[config.mk]
export PLATFORM = sky130hd
export DESIGN_NAME = script_token_scanner
export DESIGN_NICKNAME = d
export VERILOG_FILES = /design/src/sv/sts_pkg.sv /design/src/sv/sts_scan.sv /design/src/sv/sts_queue.sv /design/src/sv/script_token_scanner.sv
export SDC_FILE = /design/constraint.sdc
export NUM_CORES = 1
export LEC_CHECK = 0
export BUFFER_PORTS_ARGS = -buffer_cell sky130_fd_sc_hd__buf_2
export CORE_ASPECT_RATIO = 0.9
export CORE_MARGIN = 4
export CORE_UTILIZATION = 60
export DETAILED_ROUTE_END_ITERATION = 7
export PLACE_DENSITY = 0.78
export REMOVE_ABC_BUFFERS = 1
export SLEW_MARGIN = 15
export SYNTH_ARGS = -nofsm -noshare
export SYNTH_HDL_FRONTEND = slang
export SYNTH_SLANG_ARGS = --single-unit
[constraint.sdc]
create_clock -name clock -period 16.5 [get_ports clock]
set_input_delay 3.3 -clock clock [delete_from_list [all_inputs] [get_ports clock]]
set_output_delay 3.3 -clock clock [all_outputs]
set_load 0.02 [all_outputs]
[src/sv/sts_pkg.sv]
// ----------------------------------------------------------------------------
// sts_pkg: shared types and constants for the script token scanner
// Request and result structs, token kinds, character classes, keyword table.
// ----------------------------------------------------------------------------
`default_nettype none

package sts_pkg;

   localparam int POSITION_BITS = 32;
   localparam int LENGTH_BITS   = 16;
   localparam int KIND_BITS     = 5;
   localparam int KW_COUNT      = 5;
   localparam int KW_MAX_LEN    = 8;
   localparam int QUEUE_DEPTH   = 4;
   localparam int QUEUE_AW      = $clog2(QUEUE_DEPTH);
   localparam int QUEUE_CW      = $clog2(QUEUE_DEPTH + 1);

   localparam logic [LENGTH_BITS-1:0] LEN_MAX = '1;

   localparam logic [KIND_BITS-1:0] KIND_END     = 5'd0;
   localparam logic [KIND_BITS-1:0] KIND_BANG    = 5'd1;
   localparam logic [KIND_BITS-1:0] KIND_INC     = 5'd2;
   localparam logic [KIND_BITS-1:0] KIND_DEC     = 5'd3;
   localparam logic [KIND_BITS-1:0] KIND_KW_BASE = 5'd4;
   localparam logic [KIND_BITS-1:0] KIND_PLUS    = 5'd9;
   localparam logic [KIND_BITS-1:0] KIND_MINUS   = 5'd10;
   localparam logic [KIND_BITS-1:0] KIND_ASSIGN  = 5'd11;
   localparam logic [KIND_BITS-1:0] KIND_SEMI    = 5'd12;
   localparam logic [KIND_BITS-1:0] KIND_COMMA   = 5'd13;
   localparam logic [KIND_BITS-1:0] KIND_LPAREN  = 5'd14;
   localparam logic [KIND_BITS-1:0] KIND_RPAREN  = 5'd15;
   localparam logic [KIND_BITS-1:0] KIND_LBRACE  = 5'd16;
   localparam logic [KIND_BITS-1:0] KIND_RBRACE  = 5'd17;
   localparam logic [KIND_BITS-1:0] KIND_INT     = 5'd18;
   localparam logic [KIND_BITS-1:0] KIND_IDENT   = 5'd19;
   localparam logic [KIND_BITS-1:0] KIND_ERROR   = 5'd20;

   localparam logic ACTION_CHAR = 1'b0;
   localparam logic ACTION_END  = 1'b1;

   localparam logic [7:0] KW_TEXT [KW_COUNT][KW_MAX_LEN] = '{
      '{"i", "f", 8'h00, 8'h00, 8'h00, 8'h00, 8'h00, 8'h00},
      '{"w", "h", "i", "l", "e", 8'h00, 8'h00, 8'h00},
      '{"f", "u", "n", "c", "t", "i", "o", "n"},
      '{"r", "e", "t", "u", "r", "n", 8'h00, 8'h00},
      '{"b", "r", "e", "a", "k", 8'h00, 8'h00, 8'h00}
   };
   localparam logic [3:0] KW_LEN [KW_COUNT] = '{4'd2, 4'd5, 4'd8, 4'd6, 4'd5};

   typedef enum logic [6:0] {
      CL_NONE    = 7'b0000001,
      CL_PLUS    = 7'b0000010,
      CL_MINUS   = 7'b0000100,
      CL_SLASH   = 7'b0001000,
      CL_COMMENT = 7'b0010000,
      CL_INT     = 7'b0100000,
      CL_IDENT   = 7'b1000000
   } class_type;

   typedef struct packed {
      logic       action;
      logic [7:0] char_code;
   } req_type;

   typedef struct packed {
      logic [KIND_BITS-1:0]     kind;
      logic [POSITION_BITS-1:0] start_offset;
      logic [LENGTH_BITS-1:0]   token_length;
      logic [POSITION_BITS-1:0] line_number;
      logic                     last_of_run;
   } rsp_type;

   typedef struct packed {
      logic [1:0] count;
      rsp_type    first;
      rsp_type    second;
   } push_type;

   function automatic logic is_digit(input logic [7:0] c);
      return (c >= "0") && (c <= "9");
   endfunction

   function automatic logic is_alpha(input logic [7:0] c);
      return ((c >= "a") && (c <= "z")) || ((c >= "A") && (c <= "Z"));
   endfunction

   function automatic logic is_vert(input logic [7:0] c);
      return (c == 8'h0A) || (c == 8'h0D);
   endfunction

   function automatic logic is_white(input logic [7:0] c);
      return (c == " ") || (c == 8'h09) || (c == 8'h0B) || (c == 8'h0C) || is_vert(c);
   endfunction

   // single-character punctuator kind, KIND_END when none
   function automatic logic [KIND_BITS-1:0] punct_kind(input logic [7:0] c);
      logic [KIND_BITS-1:0] k;
      unique case (c)
         "!":     k = KIND_BANG;
         "=":     k = KIND_ASSIGN;
         ";":     k = KIND_SEMI;
         ",":     k = KIND_COMMA;
         "(":     k = KIND_LPAREN;
         ")":     k = KIND_RPAREN;
         "{":     k = KIND_LBRACE;
         "}":     k = KIND_RBRACE;
         default: k = KIND_END;
      endcase
      return k;
   endfunction

endpackage

`default_nettype wire

[src/sv/sts_scan.sv]
// ----------------------------------------------------------------------------
// sts_scan: pending-token state and per-character scan logic
// Updates the pending token on each accepted request and forms up to two tokens.
// ----------------------------------------------------------------------------
`default_nettype none

module sts_scan import sts_pkg::*; (
   input  wire logic    clock,
   input  wire logic    reset,
   input  wire logic    accept,
   input  wire req_type req,
   output push_type     push
);

   class_type                pclass_ff, pclass_in;
   logic [KW_COUNT-1:0]      kwc_ff, kwc_in;
   logic [POSITION_BITS-1:0] pstart_ff, pstart_in;
   logic [LENGTH_BITS-1:0]   plen_ff, plen_in;
   logic [POSITION_BITS-1:0] pline_ff, pline_in;
   logic [POSITION_BITS-1:0] pos_ff, pos_in;
   logic [POSITION_BITS-1:0] line_ff, line_in;

   logic                 a_valid, b_valid, absorbed, kw_hit;
   logic [KIND_BITS-1:0] a_kind, b_kind, ident_kind, p_kind;
   logic [LENGTH_BITS-1:0] a_len, b_len, grown;
   logic [2:0]           kw_idx;
   logic [KW_COUNT-1:0]  kw_next, kw_first;
   logic [7:0]           c;
   rsp_type              res_a, res_b;

   assign c     = req.char_code;
   assign grown = (plen_ff == LEN_MAX) ? plen_ff : plen_ff + LENGTH_BITS'(1);

   always_comb begin
      kw_hit   = 1'b0;
      kw_idx   = '0;
      kw_next  = '0;
      kw_first = '0;
      for (int k = KW_COUNT - 1; k >= 0; k--) begin
         if (kwc_ff[k] && (plen_ff == LENGTH_BITS'(KW_LEN[k]))) begin
            kw_hit = 1'b1;
            kw_idx = 3'(k);
         end
         if (kwc_ff[k] && (plen_ff < LENGTH_BITS'(KW_LEN[k]))
             && (KW_TEXT[k][plen_ff[2:0]] == c)) begin
            kw_next[k] = 1'b1;
         end
         if (KW_TEXT[k][0] == c) begin
            kw_first[k] = 1'b1;
         end
      end
      ident_kind = kw_hit ? KIND_KW_BASE + KIND_BITS'(kw_idx) : KIND_IDENT;
      p_kind     = punct_kind(c);
   end

   always_comb begin
      pclass_in = pclass_ff;
      kwc_in    = kwc_ff;
      pstart_in = pstart_ff;
      plen_in   = plen_ff;
      pline_in  = pline_ff;
      pos_in    = pos_ff;
      line_in   = line_ff;
      a_valid   = 1'b0;
      a_kind    = KIND_END;
      a_len     = plen_ff;
      b_valid   = 1'b0;
      b_kind    = KIND_ERROR;
      b_len     = LENGTH_BITS'(1);
      absorbed  = 1'b0;
      if (req.action == ACTION_END) begin
         a_len = LENGTH_BITS'(1);
         unique case (pclass_ff)
            CL_PLUS:  begin a_valid = 1'b1; a_kind = KIND_PLUS;  end
            CL_MINUS: begin a_valid = 1'b1; a_kind = KIND_MINUS; end
            CL_SLASH: begin a_valid = 1'b1; a_kind = KIND_ERROR; end
            CL_INT:   begin a_valid = 1'b1; a_kind = KIND_INT;   a_len = plen_ff; end
            CL_IDENT: begin a_valid = 1'b1; a_kind = ident_kind; a_len = plen_ff; end
            default:  ;
         endcase
         b_valid   = 1'b1;
         b_kind    = KIND_END;
         b_len     = '0;
         pclass_in = CL_NONE;
         kwc_in    = '0;
         pstart_in = '0;
         plen_in   = '0;
         pline_in  = '0;
         pos_in    = '0;
         line_in   = '0;
      end else begin
         unique case (pclass_ff)
            CL_PLUS, CL_MINUS: begin
               a_valid = 1'b1;
               if (c == ((pclass_ff == CL_PLUS) ? "+" : "-")) begin
                  absorbed = 1'b1;
                  a_len    = LENGTH_BITS'(2);
                  a_kind   = (pclass_ff == CL_PLUS) ? KIND_INC : KIND_DEC;
               end else begin
                  a_len  = LENGTH_BITS'(1);
                  a_kind = (pclass_ff == CL_PLUS) ? KIND_PLUS : KIND_MINUS;
               end
            end
            CL_SLASH: begin
               if (c == "/") begin
                  absorbed  = 1'b1;
                  pclass_in = CL_COMMENT;
               end else begin
                  a_valid = 1'b1;
                  a_len   = LENGTH_BITS'(1);
                  a_kind  = KIND_ERROR;
               end
            end
            CL_COMMENT: begin
               absorbed = 1'b1;
               if (is_vert(c)) begin
                  pclass_in = CL_NONE;
               end
            end
            CL_INT: begin
               if (is_digit(c)) begin
                  absorbed = 1'b1;
                  plen_in  = grown;
               end else begin
                  a_valid = 1'b1;
                  a_kind  = KIND_INT;
               end
            end
            CL_IDENT: begin
               if (is_alpha(c) || is_digit(c)) begin
                  absorbed = 1'b1;
                  kwc_in   = kw_next;
                  plen_in  = grown;
               end else if ((c == "_") && !kw_hit) begin
                  absorbed = 1'b1;
                  kwc_in   = '0;
                  plen_in  = grown;
               end else begin
                  a_valid = 1'b1;
                  a_kind  = ident_kind;
               end
            end
            default: ;
         endcase
         if (a_valid) begin
            pclass_in = CL_NONE;
            kwc_in    = '0;
            plen_in   = '0;
         end
         if (!absorbed && !is_white(c)) begin
            if (p_kind != KIND_END) begin
               b_valid = 1'b1;
               b_kind  = p_kind;
            end else if ((c == "+") || (c == "-") || (c == "/") || is_digit(c)
                         || is_alpha(c)) begin
               pstart_in = pos_ff;
               pline_in  = line_ff;
               plen_in   = LENGTH_BITS'(1);
               kwc_in    = '0;
               if (c == "+") begin
                  pclass_in = CL_PLUS;
               end else if (c == "-") begin
                  pclass_in = CL_MINUS;
               end else if (c == "/") begin
                  pclass_in = CL_SLASH;
               end else if (is_digit(c)) begin
                  pclass_in = CL_INT;
               end else begin
                  pclass_in = CL_IDENT;
                  kwc_in    = kw_first;
               end
            end else begin
               b_valid = 1'b1;
               b_kind  = KIND_ERROR;
            end
         end
         pos_in = pos_ff + POSITION_BITS'(1);
         if (is_vert(c)) begin
            line_in = line_ff + POSITION_BITS'(1);
         end
      end
   end

   always_comb begin
      res_a.kind         = a_kind;
      res_a.start_offset = pstart_ff;
      res_a.token_length = a_len;
      res_a.line_number  = pline_ff;
      res_a.last_of_run  = !b_valid;
      res_b.kind         = b_kind;
      res_b.start_offset = pos_ff;
      res_b.token_length = b_len;
      res_b.line_number  = line_ff;
      res_b.last_of_run  = 1'b1;
      push.count  = accept ? {a_valid & b_valid, a_valid ^ b_valid} : 2'd0;
      push.first  = a_valid ? res_a : res_b;
      push.second = res_b;
   end

   always_ff @(posedge clock) begin
      if (reset) begin
         pclass_ff <= CL_NONE;
         kwc_ff    <= '0;
         pstart_ff <= '0;
         plen_ff   <= '0;
         pline_ff  <= '0;
         pos_ff    <= '0;
         line_ff   <= '0;
      end else if (accept) begin
         pclass_ff <= pclass_in;
         kwc_ff    <= kwc_in;
         pstart_ff <= pstart_in;
         plen_ff   <= plen_in;
         pline_ff  <= pline_in;
         pos_ff    <= pos_in;
         line_ff   <= line_in;
      end
   end

endmodule

`default_nettype wire

[src/sv/sts_queue.sv]
// ----------------------------------------------------------------------------
// sts_queue: result queue
// Takes up to two tokens per cycle and releases one token per cycle on each pop.
// ----------------------------------------------------------------------------
`default_nettype none

module sts_queue import sts_pkg::*; (
   input  wire logic     clock,
   input  wire logic     reset,
   input  wire push_type push,
   input  wire logic     pop,
   output rsp_type       head,
   output logic [QUEUE_CW-1:0] count
);

   rsp_type               mem [QUEUE_DEPTH];
   logic [QUEUE_AW-1:0]   wr_ptr_ff, wr_ptr_in, rd_ptr_ff, rd_ptr_in;
   logic [QUEUE_CW-1:0]   count_ff, count_in;
   logic [QUEUE_AW-1:0]   wr_next;

   assign wr_next   = wr_ptr_ff + QUEUE_AW'(1);
   assign wr_ptr_in = wr_ptr_ff + QUEUE_AW'(push.count);
   assign rd_ptr_in = rd_ptr_ff + QUEUE_AW'(pop);
   assign count_in  = count_ff + QUEUE_CW'(push.count) - QUEUE_CW'(pop);
   assign head      = mem[rd_ptr_ff];
   assign count     = count_ff;

   always_ff @(posedge clock) begin
      if (push.count != 2'd0) begin
         mem[wr_ptr_ff] <= push.first;
      end
      if (push.count == 2'd2) begin
         mem[wr_next] <= push.second;
      end
   end

   always_ff @(posedge clock) begin
      if (reset) begin
         wr_ptr_ff <= '0;
         rd_ptr_ff <= '0;
         count_ff  <= '0;
      end else begin
         wr_ptr_ff <= wr_ptr_in;
         rd_ptr_ff <= rd_ptr_in;
         count_ff  <= count_in;
      end
   end

endmodule

`default_nettype wire

[src/sv/script_token_scanner.sv]
// ----------------------------------------------------------------------------
// script_token_scanner: streaming tokenizer for a small script language
// One character or end-of-input request per cycle in while not stalled, tokens out.
// ----------------------------------------------------------------------------
// Takes one request per clock cycle while req_stall is low. A request's tokens (zero,
// one or two) are written into a four-entry result queue at the accepting edge and
// leave it on rsp_ one token per cycle while rsp_stall is low. The queue output port
// sets the sustained rate: each token is popped separately, so streams with mostly
// one token per character run at one request per cycle.
// req_stall rises while fewer than two queue entries are free.
`default_nettype none

module script_token_scanner import sts_pkg::*; (
   input  wire logic    clock,
   input  wire logic    reset,
   input  wire logic    req_valid,
   output logic         req_stall,
   input  wire req_type req_data,
   output logic         rsp_valid,
   input  wire logic    rsp_stall,
   output rsp_type      rsp_data
);

   logic                req_accept, rsp_pop;
   push_type            push;
   logic [QUEUE_CW-1:0] count;

   assign req_stall  = count > QUEUE_CW'(QUEUE_DEPTH - 2);
   assign req_accept = req_valid && !req_stall;
   assign rsp_valid  = count != '0;
   assign rsp_pop    = rsp_valid && !rsp_stall;

   sts_scan u_scan (
      .clock  (clock),
      .reset  (reset),
      .accept (req_accept),
      .req    (req_data),
      .push   (push)
   );

   sts_queue u_queue (
      .clock (clock),
      .reset (reset),
      .push  (push),
      .pop   (rsp_pop),
      .head  (rsp_data),
      .count (count)
   );

endmodule

`default_nettype wire

# Yosys cells after proc, flatten, opt, wreduce, memory -nomap -nowiden
# Memories as Yosys holds them, arrays and structs flattened. A register that Yosys moved wholly into a read port is not among the register bits.
# Index checks and enable logic that the tools add are counted.
# classes
n_reduce_logical	50
magnitude_cmp	12
n_mux	123
n_eq_ne	42
n_addsub	9
n_bitwise	3
# op_table
cell	count
two-way mux 32 bit	11
two-way mux 16 bit	12
two-way mux 5 bit	22
two-way mux 86 bit	1
equality test 8 x 6 -> 1 bit (second input constant)	10
two-way mux 8 bit	10
two-way mux 7 bit	11
adder 32 x 1 -> 32 bit (second input constant)	2
case mux 16 bit (2 select lines)	2
equality test 8 bit	6
equality test 7 x 8 -> 1 bit (first input constant)	5
equality test 8 x 4 -> 1 bit (second input constant)	5
case mux 5 bit (8 select lines)	1
two-way mux 1 bit	38
equality test 16 x 3 -> 1 bit (second input constant)	2
< comparator 16 x 3 -> 1 bit (second input constant)	2
case mux 5 bit (5 select lines)	1
equality test 8 x 7 -> 1 bit (second input constant)	3
logical AND 1 bit	22
case mux 5 bit (4 select lines)	1
two-way mux 3 bit	6
adder 16 x 1 -> 16 bit (second input constant)	1
equality test 16 bit (second input constant)	1
equality test 16 x 2 -> 1 bit (second input constant)	1
39 further kinds	63
# word_totals
input_bits	13
out_inout_bits	88
romBits	320
mem_bits_rw	344
regBits	163
memories	6
# memory_table
name	depth	word_bits	read_ports	rd_ports_with_merged_regs	write_ports	line_no	rtl
u_queue.mem	4	86	1	1	2	sts_queue.sv:16	rsp_type mem [QUEUE_DEPTH];
(no name shown)	8	8	1	0	0	sts_scan.sv:45	&& (KW_TEXT[k][plen_ff[2:0]] == c)) begin
(no name shown)	8	8	1	0	0	sts_scan.sv:45	
(no name shown)	8	8	1	0	0	sts_scan.sv:45	
(no name shown)	8	8	1	0	0	sts_scan.sv:45	
(no name shown)	8	8	1	0	0	sts_scan.sv:45	

# Depth between registers and ports, before layout
# depth
depth_word	22
mapped_depth	21
depth_no_buf	17

# By module
# A second synthesis with hierarchy kept.
# unflattened
hier_cells	1976
area_unflattened_um2	26527.9
# modules_own_cells
mod	cells_per_inst	seq_area_each_um2	area_each_um2	instances
sts_queue	873	10470.0	17230.3	1
sts_scan	1098	3123.0	9256.4	1
script_token_scanner	5	0.0	41.3	1

# Worst setup path after synthesis
# No wires, ideal clock.
# synth_timing
path_kind	input to register
start	input port req_data[2] (netlist name)
end	memory u_queue.mem[0][10] (netlist name), enable pin
n_path_buf	4
setup_time_ns	0.425
arrival_ns	8.142
path_stages	15
t_required_ns	16.075
slack_ns	7.934
path_cell_list	buf_2 > or4_1 > o221ai_1 > and2_1 > clkbuf_1 > a2bb2oi_1 > buf_2 > nand2_1 > o21ai_0 > ha_1 > clkbuf_1 > o21ai_1 > nor3_1 > nor2_1 > inv_1
# synth_rtl
item	line_no	rtl
from (decl)	script_token_scanner.sv:18	input wire req_type req_data,
to (decl)	sts_queue.sv:16	

==> results.md <==
- Status: complete, no violations
- Synth Flop Type: edfxtp_1
- Post-synth EDFFs: 280
- Clk buf depth: 3
- Clock latency at the later pin of the worst-skew pair: 0.58 ns
- Slew headroom: 0.164
- Synth top area cells: edfxtp_1 34%, dfxtp_1 19%, a22o_1 12%
- Die extent in x: 221 um
- Worst-path clk slew: 0.06 ns
- DR WL met3: 5690 um
- Mapped Cells: approximately 2k
- Vias in the first global route: 17.4k
- Crit Path Class: input port to flip-flop
- Filler Cells Inserted: 2942
- Detailed Route WL: around 63000 um
- Highest metal used: met5
- R2R Path Start: u_scan.plen_ff[0]
- Number of buffers created by CTS: 49
- Minimum clock period: 8.61 ns
- IO Count: 101
- Hold Buf Count CTS: 0
- CP Launch Type: input port
- Max-cap viol count: 0
- R2r setup slk: 9.96 ns
- Commonest non-fill, non-tap cell in the layout: a22o_1
- Fin area: 0.0263 sq mm
- Post-route ant nets: 0
- Skew final: roughly 0.024 ns
- Setup Viol. Count Final: 0
- Total track usage: 0.279
- Synth area leader: edfxtp_1
- Tcrit/Tclk final: 0.522
- Routability cong.: 0.932
- Vias: 17.5k
- Die area: about 0.044 sq mm
- CTS tree: yes
- WHS Path Cells: 1
- Crit end category: flip-flop
- Initial antenna violation count: 1
- Setup_tns: 0 ns
- Drt initial violations: about 2.1k
- Synth unique cells: 91
- Final setup margin: 7.89 ns
- Core area: ~0.040 sq mm
- DRC: 0
- Synth Register Bits: 507
- I/O Buffers: 100
- Largest net degree at the start of global routing: 67
- Worst hold path class: flip-flop to flip-flop
- H-tree depth: 2
- Avg Cell Area, Syn: 12.5 sq um
- Ant diodes: 0
- Final Hold Fails: 0
- Hold Slack: 0.463 ns
- Rows: 69
- Pre-CTS setup slack: 6.93 ns
- Area after DPL: 0.0246 sq mm
- Nets: 1952
- Post-CTS Setup Bufs: 0
- First-pass GRT wire length: around 99000 um
- Syn-to-layout area delta: 7.34%
- DP HPWL: 36000 um
- Non-filler instance count after layout: 2496
- Slew @ Worst Pin: ~1.3 ns
- Number of vias per cell: 7.03
- CP arrival: 8.81 ns
- R2r endpoint: u_queue.mem[3][6]
- Achievable Freq: ~120 MHz
- GRT overflow: 0
- Hold Crit Endpoint: u_queue.mem[1][47]
- R2R depth: 14
- Crit path required time: 16.69 ns
- Max rail drop VDD: approximately 0.000086 V
- Post-CTS sizing: 0
- RSZ-0062 raised after global routing: false
- Initial core utilization: 0.614
- CTS Sinks: approximately 510
- Area fraction of the dominant cell type after synthesis: 0.343
- Share of cells above drive strength 1: 0.171
- Clk root buf: clkbuf_16
- Placed Cells: between 2k and 2.5k
- Sequential fraction of the synthesis area: 0.529
- Most frequent cells in the layout: 328 x a22o_1, 280 x edfxtp_1, 225 x dfxtp_1
- LEAKAGE: 8.97 nW
- Max-slew violation count: 0
- Router iterations before antenna repair: 5
- Synthesized area: 0.0245 sq mm
- FFs w/ async S/R, synth: 0
- Pwr dens: about 120 mW/mm^2
- Met1 wire length: roughly 25000 um
- Min-delay src: u_queue.mem[1][47]
- Met2 wire len: around 30000 um
- CP max FO: between 50 and 60
- Yosys warning total: 0
- Die Y: around 200 um
- Routed len/inst: 25.2 um
## synth_stat cells (19+ instances only)
cell / number
nor2_1: 113
a22o_1: 328
inv_1: 34
a31oi_1: 19
buf_2: 20
clkbuf_1: 125
xnor2_1: 28
o21ai_0: 29
a32o_1: 58
buf_1: 19
dfxtp_1: 227
xor2_1: 45
nor4_1: 21
o22ai_1: 25
nand4_1: 27
buf_6: 25
nand2_1: 70
edfxtp_1: 280
nor3_1: 29
nand3_1: 45
a21oi_1: 38
mux4_2: 86
## critical path, cell delays in order
cell,delay [ns]
buf_2,0.26
or4_1,0.58
o221ai_1,0.38
and2_1,0.34
a2bb2oi_1,0.22
buf_4,0.22
nand2_1,0.09
o21ai_0,0.25
ha_1,0.38
o21ai_1,0.59
nor2_2,0.34
nor2_2,0.68
clkinv_2,0.55
buf_4,0.57
## metal layers
metal	vias up	track usage
met5	-	0
met4	2	0.0890
met3	141	0.0395
met2	913	0.467
met1	8786	0.383
li1	7703	-
## per-stage QoR
stage                util  power [mW]
finish              0.659        3.26
global route        0.659        3.37
CTS                 0.659        3.28
detailed placement  0.617        2.15
global placement    0.617        2.14
floorplan               -        1.92
## how the worst max path moves through the flow
stage	to	slack [ns]	depth (start not counted)	start
finish	u_queue.mem[3][6]	7.89	14	req_data[2]
global route	u_queue.mem[3][10]	7.64	14	req_data[3]
CTS	u_queue.mem[3][6]	7.53	14	req_data[2]
detailed placement	u_queue.mem[3][24]	6.93	14	req_data[2]
global placement	u_queue.mem[3][23]	7.17	14	req_data[2]
floorplan	u_queue.mem[0][10]	7.34	11	req_data[3]
## power by group
group	internal (mW)	switching [mW]
Clock	0.663	0.473
Sequential	1.41	0.0631
Combinational	0.240	0.412
## registers in the layout (all words and copies together), names as in the netlist, 5 cells and up
name	cells
u_scan.pclass_ff	7
u_scan.pline_ff	32
u_scan.kwc_ff	5
u_scan.line_ff	32
u_scan.plen_ff	16
u_scan.pstart_ff	32
u_queue.mem	344
u_scan.pos_ff	32
## cell families after synthesis
group                      count (synthesis)  synth area share
AOI/OAI and AO/OA                        594             0.201
xor gates and xnor gates                  73            0.0261
adders and majority gates                 15           0.00797
buffers and inverters                    255            0.0590
DFF                                      507             0.529
muxes                                     93            0.0820
and+or+nand+nor                          429            0.0946
## area by class of cell
class / instances / area (sq um) / area share
Clock buffer: 65 / 1370 / 0.0520
Clock inverter: 26 / 289 / 0.0110
Inverter: 35 / 149 / 0.00566
Multi-Input combinational cell: 1204 / 10200 / 0.386
Sequential cell: 507 / 13000 / 0.493
Tap cell: 532 / 666 / 0.0253
Timing Repair Buffer: 127 / 703 / 0.0268
(Power assumes the default switching activity.)
